$ cat src/rtl/pts_pkg.sv
// Shared types, sizes and command codes of the priority thread scheduler.
`default_nettype none
package pts_pkg;

    localparam int THREAD_SLOTS = 8;
    localparam int EVENT_SLOTS  = 4;

    localparam int TAW = (THREAD_SLOTS > 1) ? $clog2(THREAD_SLOTS) : 1;
    localparam int EAW = (EVENT_SLOTS > 1) ? $clog2(EVENT_SLOTS) : 1;
    localparam int LCW = $clog2(THREAD_SLOTS + 1);
    localparam int ECW = $clog2(EVENT_SLOTS + 1);
    localparam int SCAN_MAX = (THREAD_SLOTS > EVENT_SLOTS) ? THREAD_SLOTS : EVENT_SLOTS;
    localparam int CW  = $clog2(SCAN_MAX + 1);

    localparam logic [8:0] NO_PRIO = 9'd256;

    typedef enum logic [3:0] {
        KIND_TICK        = 4'd0,
        KIND_SCHEDULE    = 4'd1,
        KIND_ADD_THREAD  = 4'd2,
        KIND_KILL_ID     = 4'd3,
        KIND_KILL_SELF   = 4'd4,
        KIND_KILL_OTHERS = 4'd5,
        KIND_SLEEP       = 4'd6,
        KIND_ADD_EVENT   = 4'd7,
        KIND_SET_BLOCKED = 4'd8
    } kind_t;

    typedef enum logic [1:0] {
        STAT_OK        = 2'd0,
        STAT_FULL      = 2'd1,
        STAT_LAST      = 2'd2,
        STAT_NOT_FOUND = 2'd3
    } status_t;

    typedef struct packed {
        logic [7:0]  prio;
        logic [31:0] wake;
        logic [15:0] ident;
    } thr_entry_t;

    typedef struct packed {
        logic [31:0] period;
        logic [31:0] due;
    } ev_entry_t;

    function automatic logic [TAW-1:0] next_slot(input logic [TAW-1:0] s);
        return (s == TAW'(THREAD_SLOTS - 1)) ? '0 : s + TAW'(1);
    endfunction

endpackage
`default_nettype wire

$ cat src/rtl/priority_thread_scheduler_core.sv
// Thread table and scheduler built around a thread record memory and an event memory.
// Table edits pass through EXEC, FIN_RD and FIN; a kill by ID with more than one live
// thread adds a scan of the thread table, a schedule step adds one thread scan, and a tick
// scans the events and then the thread table twice. Scans read one entry per cycle.
// One transaction at a time: the next is taken in the cycle after the result registers.
// Reset (rst_n low, asynchronous) clears flags, counters and time; memories are not cleared.
`default_nettype none
module priority_thread_scheduler_core (
    input  wire logic        clk,
    input  wire logic        rst_n,
    input  wire logic        item_valid,
    output logic             item_stall,
    input  wire logic [3:0]  kind,
    input  wire logic [7:0]  prio_value,
    input  wire logic [15:0] target_id,
    input  wire logic [2:0]  target_slot,
    input  wire logic        block_flag,
    input  wire logic [31:0] sleep_ticks,
    input  wire logic [31:0] event_period,
    output logic             result_valid,
    input  wire logic        result_stall,
    output logic [1:0]       status,
    output logic [2:0]       running_slot,
    output logic [15:0]      running_id,
    output logic             idle,
    output logic [3:0]       fired_events,
    output logic [15:0]      new_id,
    output logic [31:0]      now_ticks
);

    localparam int N   = pts_pkg::THREAD_SLOTS;
    localparam int E   = pts_pkg::EVENT_SLOTS;
    localparam int TAW = pts_pkg::TAW;
    localparam int EAW = pts_pkg::EAW;
    localparam int LCW = pts_pkg::LCW;
    localparam int ECW = pts_pkg::ECW;
    localparam int CW  = pts_pkg::CW;

    typedef enum logic [3:0] {
        ST_IDLE, ST_EXEC, ST_EV, ST_WAKE, ST_PICK, ST_SEL, ST_KILL, ST_FIN_RD, ST_FIN
    } state_t;

    state_t state_reg;

    pts_pkg::kind_t    kind_reg;
    logic [7:0]        prio_reg;
    logic [15:0]       tid_reg;
    logic [2:0]        tslot_reg;
    logic              bflag_reg;
    logic [31:0]       sticks_reg;
    logic [31:0]       period_reg;

    logic [N-1:0]      alive_reg;
    logic [N-1:0]      asleep_reg;
    logic [N-1:0]      blocked_reg;
    logic [TAW-1:0]    cur_reg;
    logic [LCW-1:0]    live_reg;
    logic [15:0]       idc_reg;
    logic [31:0]       time_reg;
    logic [ECW-1:0]    evc_reg;

    logic [CW-1:0]     cnt_reg;
    logic [TAW-1:0]    iss_slot_reg;
    logic              pipe_vld_reg;
    logic [TAW-1:0]    pipe_slot_reg;
    logic [EAW-1:0]    pipe_ev_reg;
    logic [8:0]        best_prio_reg;
    logic [TAW-1:0]    best_slot_reg;
    logic              found_reg;

    pts_pkg::status_t  st_reg;
    logic              idle_flag_reg;
    logic [E-1:0]      fired_reg;
    logic [15:0]       nid_reg;

    logic              res_valid_reg;
    logic [1:0]        status_reg;
    logic [2:0]        run_slot_reg;
    logic [15:0]       run_id_reg;
    logic              idle_reg;
    logic [3:0]        fired_out_reg;
    logic [15:0]       new_id_reg;
    logic [31:0]       now_reg;

    // memories
    pts_pkg::thr_entry_t thr_mem [N];
    pts_pkg::thr_entry_t thr_rd_reg;
    pts_pkg::ev_entry_t  ev_mem [E];
    pts_pkg::ev_entry_t  ev_rd_reg;

    logic [TAW-1:0]      thr_raddr;
    logic                thr_we_full;
    logic                thr_we_wake;
    logic [TAW-1:0]      thr_waddr;
    pts_pkg::thr_entry_t thr_wdata;
    logic [EAW-1:0]      ev_raddr;
    logic                ev_we_full;
    logic                ev_we_due;
    logic [EAW-1:0]      ev_waddr;
    pts_pkg::ev_entry_t  ev_wdata;

    // slot search over the alive flags
    logic [TAW-1:0] free_slot;
    logic [TAW-1:0] first_after;
    logic [TAW-1:0] first_low;
    logic           has_after;
    logic           any_alive;
    logic [TAW-1:0] c_slot;

    logic issue_thr;
    logic issue_ev;
    logic accept;

    assign accept    = item_valid && !item_stall;
    assign issue_thr = (cnt_reg < CW'(N));
    assign issue_ev  = (cnt_reg < CW'(evc_reg));
    assign item_stall = (state_reg != ST_IDLE);

    always_comb
    begin
        free_slot   = '0;
        first_after = '0;
        first_low   = '0;
        has_after   = 1'b0;
        any_alive   = 1'b0;
        for (int i = N - 1; i >= 0; i--)
        begin
            if (!alive_reg[i])
            begin
                free_slot = TAW'(i);
            end
            if (alive_reg[i])
            begin
                first_low = TAW'(i);
                any_alive = 1'b1;
                if (TAW'(i) > cur_reg)
                begin
                    first_after = TAW'(i);
                    has_after   = 1'b1;
                end
            end
        end
        c_slot = has_after ? first_after : first_low;
    end

    always_comb
    begin
        thr_raddr   = cur_reg;
        thr_we_full = 1'b0;
        thr_we_wake = 1'b0;
        thr_waddr   = cur_reg;
        thr_wdata   = '{prio: prio_reg, wake: sticks_reg + time_reg, ident: idc_reg};
        ev_raddr    = '0;
        ev_we_full  = 1'b0;
        ev_we_due   = 1'b0;
        ev_waddr    = evc_reg[EAW-1:0];
        ev_wdata    = '{period: period_reg,
                        due: period_reg + time_reg + ((evc_reg == '0) ? 32'd0 : 32'd1)};
        case (state_reg)
            ST_EXEC:
            begin
                case (kind_reg)
                    pts_pkg::KIND_ADD_THREAD:
                    begin
                        if (live_reg < LCW'(N))
                        begin
                            thr_we_full    = 1'b1;
                            thr_waddr      = free_slot;
                            thr_wdata.wake = 32'd0;
                        end
                    end
                    pts_pkg::KIND_SLEEP:
                    begin
                        thr_we_wake = 1'b1;
                    end
                    pts_pkg::KIND_ADD_EVENT:
                    begin
                        ev_we_full = (evc_reg < ECW'(E));
                    end
                    default:
                    begin
                    end
                endcase
            end
            ST_EV:
            begin
                ev_raddr = cnt_reg[EAW-1:0];
                if (pipe_vld_reg && (ev_rd_reg.due == time_reg))
                begin
                    ev_we_due = 1'b1;
                    ev_waddr  = pipe_ev_reg;
                    ev_wdata  = '{period: ev_rd_reg.period,
                                  due: ev_rd_reg.period + time_reg};
                end
            end
            ST_WAKE, ST_SEL, ST_KILL:
            begin
                thr_raddr = iss_slot_reg;
            end
            default:
            begin
            end
        endcase
    end

    always_ff @(posedge clk)
    begin
        if (thr_we_full)
        begin
            thr_mem[thr_waddr] <= thr_wdata;
        end
        else if (thr_we_wake)
        begin
            thr_mem[thr_waddr].wake <= thr_wdata.wake;
        end
        thr_rd_reg <= thr_mem[thr_raddr];
    end

    always_ff @(posedge clk)
    begin
        if (ev_we_full)
        begin
            ev_mem[ev_waddr] <= ev_wdata;
        end
        else if (ev_we_due)
        begin
            ev_mem[ev_waddr].due <= ev_wdata.due;
        end
        ev_rd_reg <= ev_mem[ev_raddr];
    end

    always_ff @(posedge clk or negedge rst_n)
    begin
        if (!rst_n)
        begin
            state_reg     <= ST_IDLE;
            alive_reg     <= '0;
            asleep_reg    <= '0;
            blocked_reg   <= '0;
            cur_reg       <= '0;
            live_reg      <= '0;
            idc_reg       <= '0;
            time_reg      <= '0;
            evc_reg       <= '0;
            cnt_reg       <= '0;
            pipe_vld_reg  <= 1'b0;
            found_reg     <= 1'b0;
            res_valid_reg <= 1'b0;
        end
        else
        begin
            if (res_valid_reg && !result_stall && (state_reg != ST_FIN))
            begin
                res_valid_reg <= 1'b0;
            end
            case (state_reg)
                ST_IDLE:
                begin
                    if (accept)
                    begin
                        kind_reg      <= pts_pkg::kind_t'(kind);
                        prio_reg      <= prio_value;
                        tid_reg       <= target_id;
                        tslot_reg     <= target_slot;
                        bflag_reg     <= block_flag;
                        sticks_reg    <= sleep_ticks;
                        period_reg    <= event_period;
                        st_reg        <= pts_pkg::STAT_OK;
                        idle_flag_reg <= 1'b0;
                        fired_reg     <= '0;
                        nid_reg       <= '0;
                        state_reg     <= ST_EXEC;
                    end
                end
                ST_EXEC:
                begin
                    state_reg    <= (kind_reg == pts_pkg::KIND_TICK) ? ST_EV :
                                    (kind_reg == pts_pkg::KIND_SCHEDULE) ? ST_PICK :
                                    ((kind_reg == pts_pkg::KIND_KILL_ID)
                                     && (live_reg != LCW'(1))) ? ST_KILL : ST_FIN_RD;
                    cnt_reg      <= '0;
                    iss_slot_reg <= '0;
                    pipe_vld_reg <= 1'b0;
                    found_reg    <= 1'b0;
                    case (kind_reg)
                        pts_pkg::KIND_TICK:
                        begin
                            time_reg <= time_reg + 32'd1;
                        end
                        pts_pkg::KIND_ADD_THREAD:
                        begin
                            if (live_reg >= LCW'(N))
                            begin
                                st_reg <= pts_pkg::STAT_FULL;
                            end
                            else
                            begin
                                alive_reg[free_slot]   <= 1'b1;
                                asleep_reg[free_slot]  <= 1'b0;
                                blocked_reg[free_slot] <= 1'b0;
                                nid_reg  <= idc_reg;
                                idc_reg  <= idc_reg + 16'd1;
                                live_reg <= live_reg + LCW'(1);
                            end
                        end
                        pts_pkg::KIND_KILL_ID:
                        begin
                            if (live_reg == LCW'(1))
                            begin
                                st_reg <= pts_pkg::STAT_LAST;
                            end
                        end
                        pts_pkg::KIND_KILL_SELF:
                        begin
                            if (live_reg == LCW'(1))
                            begin
                                st_reg <= pts_pkg::STAT_LAST;
                            end
                            else if (!alive_reg[cur_reg])
                            begin
                                st_reg <= pts_pkg::STAT_NOT_FOUND;
                            end
                            else
                            begin
                                alive_reg[cur_reg] <= 1'b0;
                                live_reg <= live_reg - LCW'(1);
                            end
                        end
                        pts_pkg::KIND_KILL_OTHERS:
                        begin
                            if (live_reg == LCW'(1))
                            begin
                                st_reg <= pts_pkg::STAT_LAST;
                            end
                            else if (!alive_reg[cur_reg])
                            begin
                                st_reg <= pts_pkg::STAT_NOT_FOUND;
                            end
                            else
                            begin
                                alive_reg <= N'(1) << cur_reg;
                                live_reg  <= LCW'(1);
                            end
                        end
                        pts_pkg::KIND_SLEEP:
                        begin
                            asleep_reg[cur_reg] <= 1'b1;
                        end
                        pts_pkg::KIND_ADD_EVENT:
                        begin
                            if (evc_reg >= ECW'(E))
                            begin
                                st_reg <= pts_pkg::STAT_FULL;
                            end
                            else
                            begin
                                evc_reg <= evc_reg + ECW'(1);
                            end
                        end
                        pts_pkg::KIND_SET_BLOCKED:
                        begin
                            if (32'(tslot_reg) < 32'(N))
                            begin
                                blocked_reg[TAW'(tslot_reg)] <= bflag_reg;
                            end
                        end
                        default:
                        begin
                        end
                    endcase
                end
                ST_EV:
                begin
                    if (pipe_vld_reg && (ev_rd_reg.due == time_reg))
                    begin
                        fired_reg[pipe_ev_reg] <= 1'b1;
                    end
                    if (issue_ev)
                    begin
                        pipe_vld_reg <= 1'b1;
                        pipe_ev_reg  <= cnt_reg[EAW-1:0];
                        cnt_reg      <= cnt_reg + CW'(1);
                    end
                    else
                    begin
                        pipe_vld_reg <= 1'b0;
                        if (!pipe_vld_reg)
                        begin
                            cnt_reg      <= '0;
                            iss_slot_reg <= '0;
                            state_reg    <= ST_WAKE;
                        end
                    end
                end
                ST_WAKE:
                begin
                    if (pipe_vld_reg && alive_reg[pipe_slot_reg] && asleep_reg[pipe_slot_reg]
                        && (thr_rd_reg.wake < time_reg))
                    begin
                        asleep_reg[pipe_slot_reg] <= 1'b0;
                    end
                    if (issue_thr)
                    begin
                        pipe_vld_reg  <= 1'b1;
                        pipe_slot_reg <= iss_slot_reg;
                        iss_slot_reg  <= pts_pkg::next_slot(iss_slot_reg);
                        cnt_reg       <= cnt_reg + CW'(1);
                    end
                    else
                    begin
                        pipe_vld_reg <= 1'b0;
                        if (!pipe_vld_reg)
                        begin
                            state_reg <= ST_PICK;
                        end
                    end
                end
                ST_PICK:
                begin
                    if (!any_alive)
                    begin
                        idle_flag_reg <= 1'b1;
                        state_reg     <= ST_FIN_RD;
                    end
                    else
                    begin
                        cur_reg       <= c_slot;
                        iss_slot_reg  <= pts_pkg::next_slot(c_slot);
                        cnt_reg       <= '0;
                        best_prio_reg <= pts_pkg::NO_PRIO;
                        pipe_vld_reg  <= 1'b0;
                        state_reg     <= ST_SEL;
                    end
                end
                ST_SEL:
                begin
                    // scan from the slot after C round to C, first lowest value wins
                    if (pipe_vld_reg && alive_reg[pipe_slot_reg] && !asleep_reg[pipe_slot_reg]
                        && !blocked_reg[pipe_slot_reg]
                        && ({1'b0, thr_rd_reg.prio} < best_prio_reg))
                    begin
                        best_prio_reg <= {1'b0, thr_rd_reg.prio};
                        best_slot_reg <= pipe_slot_reg;
                    end
                    if (issue_thr)
                    begin
                        pipe_vld_reg  <= 1'b1;
                        pipe_slot_reg <= iss_slot_reg;
                        iss_slot_reg  <= pts_pkg::next_slot(iss_slot_reg);
                        cnt_reg       <= cnt_reg + CW'(1);
                    end
                    else
                    begin
                        pipe_vld_reg <= 1'b0;
                        if (!pipe_vld_reg)
                        begin
                            if (best_prio_reg == pts_pkg::NO_PRIO)
                            begin
                                idle_flag_reg <= 1'b1;
                            end
                            else
                            begin
                                cur_reg <= best_slot_reg;
                            end
                            state_reg <= ST_FIN_RD;
                        end
                    end
                end
                ST_KILL:
                begin
                    if (pipe_vld_reg && !found_reg && alive_reg[pipe_slot_reg]
                        && (thr_rd_reg.ident == tid_reg))
                    begin
                        alive_reg[pipe_slot_reg] <= 1'b0;
                        live_reg  <= live_reg - LCW'(1);
                        found_reg <= 1'b1;
                    end
                    if (issue_thr)
                    begin
                        pipe_vld_reg  <= 1'b1;
                        pipe_slot_reg <= iss_slot_reg;
                        iss_slot_reg  <= pts_pkg::next_slot(iss_slot_reg);
                        cnt_reg       <= cnt_reg + CW'(1);
                    end
                    else
                    begin
                        pipe_vld_reg <= 1'b0;
                        if (!pipe_vld_reg)
                        begin
                            if (!found_reg)
                            begin
                                st_reg <= pts_pkg::STAT_NOT_FOUND;
                            end
                            state_reg <= ST_FIN_RD;
                        end
                    end
                end
                ST_FIN_RD:
                begin
                    state_reg <= ST_FIN;
                end
                ST_FIN:
                begin
                    // hold until the output register is free
                    if (!res_valid_reg || !result_stall)
                    begin
                        res_valid_reg <= 1'b1;
                        status_reg    <= st_reg;
                        run_slot_reg  <= 3'(cur_reg);
                        run_id_reg    <= alive_reg[cur_reg] ? thr_rd_reg.ident : 16'd0;
                        idle_reg      <= idle_flag_reg;
                        fired_out_reg <= 4'(fired_reg);
                        new_id_reg    <= nid_reg;
                        now_reg       <= time_reg;
                        state_reg     <= ST_IDLE;
                    end
                end
                default:
                begin
                    state_reg <= ST_IDLE;
                end
            endcase
        end
    end

    assign result_valid = res_valid_reg;
    assign status       = status_reg;
    assign running_slot = run_slot_reg;
    assign running_id   = run_id_reg;
    assign idle         = idle_reg;
    assign fired_events = fired_out_reg;
    assign new_id       = new_id_reg;
    assign now_ticks    = now_reg;

    a_live_count: assert property (@(posedge clk) disable iff (!rst_n)
        32'(live_reg) == $countones(alive_reg))
        else $error("live count does not match alive flags");

    a_busy_after_accept: assert property (@(posedge clk) disable iff (!rst_n)
        accept |=> item_stall)
        else $error("new transaction taken while one is in progress");

    a_event_bound: assert property (@(posedge clk) disable iff (!rst_n)
        32'(evc_reg) <= 32'(E))
        else $error("event count beyond event slots");

    a_result_from_fin: assert property (@(posedge clk) disable iff (!rst_n)
        (!res_valid_reg && $past(rst_n)) |=> (!res_valid_reg || $past(state_reg == ST_FIN)))
        else $error("result raised outside the finish state");

endmodule
`default_nettype wire
$ cat config.mk
export PLATFORM = sky130hd
export DESIGN_NAME = priority_thread_scheduler_core
export DESIGN_NICKNAME = d
export VERILOG_FILES = /design/src/rtl/pts_pkg.sv /design/src/rtl/priority_thread_scheduler_core.sv
export SDC_FILE = /design/constraint.sdc
export NUM_CORES = 2
export LEC_CHECK = 0
export BUFFER_PORTS_ARGS = -buffer_cell sky130_fd_sc_hd__buf_2
export CELL_PAD_IN_SITES_DETAIL_PLACEMENT = 0
export CELL_PAD_IN_SITES_GLOBAL_PLACEMENT = 1
export CORE_AREA = 4 4 304 306
export CTS_CLUSTER_SIZE = 40
export DETAILED_ROUTE_END_ITERATION = 10
export DIE_AREA = 0 0 308 310
export GPL_ROUTABILITY_DRIVEN = 0
export MAX_ROUTING_LAYER = met4
export PLACE_DENSITY = 0.8
export SYNTH_ARGS = -nofsm -noshare
export SYNTH_HDL_FRONTEND = slang
export SYNTH_SLANG_ARGS = --single-unit
$ cat constraint.sdc
create_clock -name clk -period 8.76 [get_ports clk]
set_input_delay 2.628 -clock clk [delete_from_list [all_inputs] [get_ports clk]]
set_output_delay 2.628 -clock clk [all_outputs]
set_load 0.05 [all_outputs]
Yosys cells after proc, flatten, opt, wreduce, memory -nomap -nowiden

Memory sizes are Yosys's and may differ from the RTL's. A register that Yosys moved wholly into a read port is not among the register bits.
Cells that the tools add are included.

Register bits: 306
Bits in writable memories: 704
Logic and storage cells: 416
Memories: 2

Memory list:

| memory  | depth | width | rd ports | clocked after memory_dff | wr ports | line                                 | text |
|---|---|---|---|---|---|---|---|
| thr_mem | 8     | 56    | 1        | 1                        | 1        | priority_thread_scheduler_core.sv:86 | `pts_pkg::thr_entry_t thr_mem [N];` |
| ev_mem  | 4     | 64    | 1        | 1                        | 1        | priority_thread_scheduler_core.sv:88 | `pts_pkg::ev_entry_t ev_mem [E];` |

Add/sub/neg operators: 12
Order comparisons: 26
Eq/ne operators: 62
Shift-type cells: 1
Muxes and demuxes: 198
Bitwise gates (word level): 15
Reduce and logical (&&, ||, !) cells: 64

Operator list:

| operator              | number |
|---|---|
| $mux 32               | 5 |
| $mux 3                | 48 |
| $mux 64               | 2 |
| $add 32x32->32        | 3 |
| $mux 4                | 20 |
| $mux 8                | 9 |
| $mux 1                | 66 |
| $pmux 8 s2            | 4 |
| $mux 16               | 3 |
| $ne 2x2->1 const B    | 23 |
| $and 8x8->8           | 5 |
| $add 32x1->32         | 1 |
| $add 32x1->32 const B | 1 |
| $eq 32x32->1          | 1 |
| $eq 4x3->1 const B    | 8 |
| $lt 32x32->1          | 1 |
| $pmux 16 s2           | 1 |
| $pmux 4 s8            | 1 |
| $mux 2                | 14 |
| $ne 3x3->1 const B    | 9 |
| $not 8->8             | 3 |
| $pmux 8 s3            | 1 |
| $reduce_and 3->1      | 8 |
| $logic_and 1x1->1     | 19 |
| 65 further kinds      | 122 |

Depth between registers and ports, before layout

Word-level depth: 22
Depth in mapped cells: 14

Worst setup path before layout

No wires, ideal clock.

Kind: input -> register
From: in rst_n
To: reg bflag_reg (enable)
Library setup time: 551 ps
Arrival time: 6729 ps
Data required time: 8209 ps
Path slack: 1480 ps
Stages on the path: 2
Buffers on the path: 0
Path through: inv_1 -> nor2_1

Cells in the longest elaborated chain, start to end: 1

RTL lines:

| item                       | line                                  | text |
|---|---|---|
| start: declaration         | priority_thread_scheduler_core.sv:10  | `input wire logic rst_n,` |
| $reduce_and 3->1 (no line) | n/a                                   |  |
| end signal: assignment     | priority_thread_scheduler_core.sv:265 | `bflag_reg <= block_flag;` |
| end: declaration           | priority_thread_scheduler_core.sv:49  | `logic bflag_reg;` |

Every way passes these cells.
A chain may end at the register's enable or synchronous reset.

Worst setup path after layout

From: reg state_reg[3]
To: out item_stall

Cells in the longest elaborated chain, start to end: 1

RTL lines:

| item                     | line                                  | text |
|---|---|---|
| start: declaration       | priority_thread_scheduler_core.sv:43  | `state_t state_reg;` |
| start signal: assignment | priority_thread_scheduler_core.sv:277 | `state_reg <= (kind_reg == pts_pkg::KIND_TICK) ? ST_EV :` |
| $reduce_bool 4->1        | priority_thread_scheduler_core.sv:117 | `assign item_stall = (state_reg != ST_IDLE);` |
| end: declaration         | priority_thread_scheduler_core.sv:12  | `output logic item_stall,` |

Every way passes these cells.

==> summary.txt <==
RUN STATUS
------------------------------------------------------------------------------------------
Run status ..................................................................    completed

CLOCK TREE
------------------------------------------------------------------------------------------
Number of levels in the clock H-tree ........................................            3
Clock tree from TritonCTS ...................................................        built
Number of gates resized after cts ...........................................            0
Num CTS Buffers .............................................................          110
CTS hold repair buffers .....................................................            0
Clock Latency Late Sink .....................................................      0.71 ns
Clock-pin slew on the worst setup and hold paths ............................      0.06 ns
Clock tree buffer depth .....................................................            3
Cell at the root of the clock tree ..........................................    clkbuf_16
CTS sink cnt ................................................................         1130
# Post-CTS Setup Buffers ....................................................            0

FINISH
------------------------------------------------------------------------------------------
Max FFs per register ........................................................          448
Number of standard cells in the final layout excluding fillers ..............         4957
Number of nets in the layout ................................................         3933
Share of final-layout standard cells stronger than drive strength 1 .........        16.7%
Commonest cells after routing, fill and taps aside .......................... edfxtp_1 (917), nand2_1 (392), buf_2 (174)
Post-route cell area ........................................................    55100 um2
Synth-to-layout area growth .................................................        12.5%
Antenna Diode Count .........................................................            0
Most common cell after layout, fill and taps aside ..........................     edfxtp_1

YOSYS
------------------------------------------------------------------------------------------
Number of instances in the synthesized netlist ..............................         3502
Area share of xor/xnor cells in the synthesized design ......................        3.02%
Fraction of the mapped netlist area in simple logic gates ...................        9.64%
Share of synthesized cell area in full adder, half adder and majority cells .        3.84%
Dominant combinational cell family by area after synthesis .................. simple AND/OR/NAND/NOR gates
Dominant synthesized flop cell ..............................................     edfxtp_1
Avg Inst Size Synth .........................................................     14.0 um2
Netlist area before placement ...............................................    49000 um2
Yosys reg bits ..............................................................         1130
Number of synthesized flops with an enable pin ..............................          917
Number of nets produced by synthesis ........................................         3750
Synthesis Warnings ..........................................................            0
Complex-gate fraction of the synthesized area ...............................        8.80%
Part of the Yosys area used for sequential elements .........................        65.9%
Share of synthesized area spent on multiplexers .............................        6.89%
Count of cell types in the netlist ..........................................           91
Fraction of synthesis flops using an asynchronous set or reset pin ..........        8.23%

PLACE
------------------------------------------------------------------------------------------
Post-placement worst setup slack ............................................      3.24 ns
Count of port buffers added during placement ................................          175
Total placed instance area ..................................................    51300 um2
Number of cells in the design after placement ...............................         4749
Detailed Place HPWL .........................................................      78.2 mm

TIMING
------------------------------------------------------------------------------------------
Crit path setup slack, layout ...............................................      3.98 ns
Peak Freq ...................................................................    0.209 GHz
Max-slew violation count ....................................................            0
Maximum clock skew at final layout ..........................................    0.0405 ns
Endpoints failing setup .....................................................            0
Relative slew slack .........................................................        22.3%
Final critical path time including I/O delays and setup .....................      4.78 ns
Final cycle utilization of the critical path ................................        54.5%
Measured slew at the worst slew-check pin ...................................      1.17 ns
Final Hold Vio Count ........................................................            0
Total Neg Setup Slack .......................................................         0 ns
RSZ-0062 raised after global routing ........................................        false

ROUTE
------------------------------------------------------------------------------------------
Average via count per standard cell .........................................         6.13
Number of vias in the routed layout .........................................        30400
Starting DRT DRC Count ......................................................         3296
Detailed-router iteration count before antenna repair .......................            6
Number of design rule violations left after detail routing ..................            0
Final wirelength ............................................................       123 mm
Wire length per cell ........................................................      24.8 um
DRT antenna net count .......................................................            0

POWER
------------------------------------------------------------------------------------------
Leak pwr ....................................................................      20.2 nW
Total power consumption of the routed design ................................      15.1 mW
Worst vdd ir ................................................................     0.454 mV
Power density over cell area ................................................   274 nW/um2

GRT
------------------------------------------------------------------------------------------
Number of antenna violations at the first check in global routing ...........            1
Vias in the first global route ..............................................        30200
Gr usage total ..............................................................        26.4%
First-pass GRT wire length ..................................................       185 mm
Final global-route overflow total ...........................................            0
Largest net degree at the start of global routing ...........................          113

SETUP PATH
------------------------------------------------------------------------------------------
Critical path capture point type ............................................ primary output
Crit path required time .....................................................      6.13 ns
Critical Path AT ............................................................      2.15 ns
Number of cells on the worst reg-to-reg path ................................           14
Critical path buffer and inverter count .....................................            1
Classification of the worst setup path ......................................   reg -> out
Slowest stage cell, crit path ...............................................      dfrtp_1
Critical-path cell list ..................................................... nor2_2, nand2_1, buf_2
Stages on the worst setup path ..............................................            3
Worst Path Max Fanout .......................................................           16
Launching element type of the critical path .................................         flop
Family with the most delay on the worst path ................................   flip-flops
Delay of the slowest critical-path stage ....................................      0.80 ns

DIE
------------------------------------------------------------------------------------------
Die outline area ............................................................    95500 um2
Number of top-level design ports ............................................          176
Width of the die ............................................................       308 um
Core Area ...................................................................    89600 um2
Total number of placement rows ..............................................          110
Overall die height ..........................................................       310 um
Effective utilization at floorplan ..........................................        54.6%

HOLD PATH
------------------------------------------------------------------------------------------
Worst min path class ........................................................   reg -> reg
Cells on Worst Hold Path ....................................................            0

RUN
------------------------------------------------------------------------------------------
Reported max-cap violation count ............................................            0

where the power goes:
part / switching, mW / total (mW) / internal, mW
Sequential: 0.397 / 6.68 / 6.28
Clock: 2.03 / 4.82 / 2.79
Combinational: 1.97 / 3.60 / 1.63
Total: 4.39 / 15.1 / 10.7
cell type report:
| class | count | area [um2] |
|---|---|---|
| well taps | 1176 | 1470 |
| clock buffers | 139 | 2950 |
| fillers | 6605 | 34500 |
| flip-flops and latches | 1130 | 32300 |
| inverters | 75 | 282 |
| repair buffers | 220 | 1230 |
| clock inverters | 69 | 791 |
| multi-input cells | 2148 | 16100 |
cell families (layout without fill, tap and decap cells):
group,Yosys count,after routing
AO/OA/AOI/OAI,667,667
XOR/XNOR,169,169
adder cells (fa/ha/maj),148,148
buffers and inverters,224,503
flip-flops,1130,1130
multiplexers,187,187
AND/OR/NAND/NOR,977,977
through the flow:
step           util [%]  hold WS (ns)
2_1_floorplan         -         0.400
3_3_place_gp       57.3         0.405
3_5_place_dp       57.3         0.405
4_1_cts            61.5         0.420
5_1_grt            61.5         0.430
6_report           61.5         0.419
synth_stat cells, drive strengths merged (30+ instances only):
library cell | number | share of area, %
nand2 | 394 | 3.0
nor2b | 103 | 1.3
dfrtp | 93 | 4.8
nand3 | 69 | 0.74
inv | 75 | 0.57
nor3 | 47 | 0.52
a21o | 70 | 1.1
xor2 | 79 | 1.4
buf | 35 | 0.47
nor4 | 30 | 0.45
ha | 144 | 3.7
clkbuf | 114 | 0.87
xnor2 | 90 | 1.6
a31oi | 79 | 1.0
a211oi | 85 | 1.3
a21oi | 144 | 1.5
mux2 | 58 | 1.3
mux4 | 114 | 5.2
o21ai | 143 | 1.5
dfxtp | 120 | 4.9
edfxtp | 917 | 56
and2 | 38 | 0.49
nor2 | 172 | 1.4
nand2b | 32 | 0.41
final timing paths:
| path | startpoint | slack, ns | endpoint |
|---|---|---|---|
| min in group asynchronous | rst_n | 1.90 | alive_reg[1] |
| hold / removal | nid_reg[4] | 0.42 | new_id[4] |
| hold reg to reg | nid_reg[4] | 0.42 | new_id[4] |
| setup / recovery | state_reg[3] | 3.98 | item_stall |
| max in group asynchronous | rst_n | 5.51 | blocked_reg[5] |
| setup reg to reg | evc_reg[1] | 4.44 | ev_mem[1][24] |
routing by layer:
metal | GRT usage, % | vias to the layer above | share of wire [%]
met3 | 3.07 | 208 | 6.6
met1 | 36.6 | 15300 | 43
li1 | - | 13600 | -
met5 | - | - | 0
met4 | 7.24 | 0 | 2.5
met2 | 42.3 | 1176 | 48
Note: power is estimated with default switching activity, not from simulation.
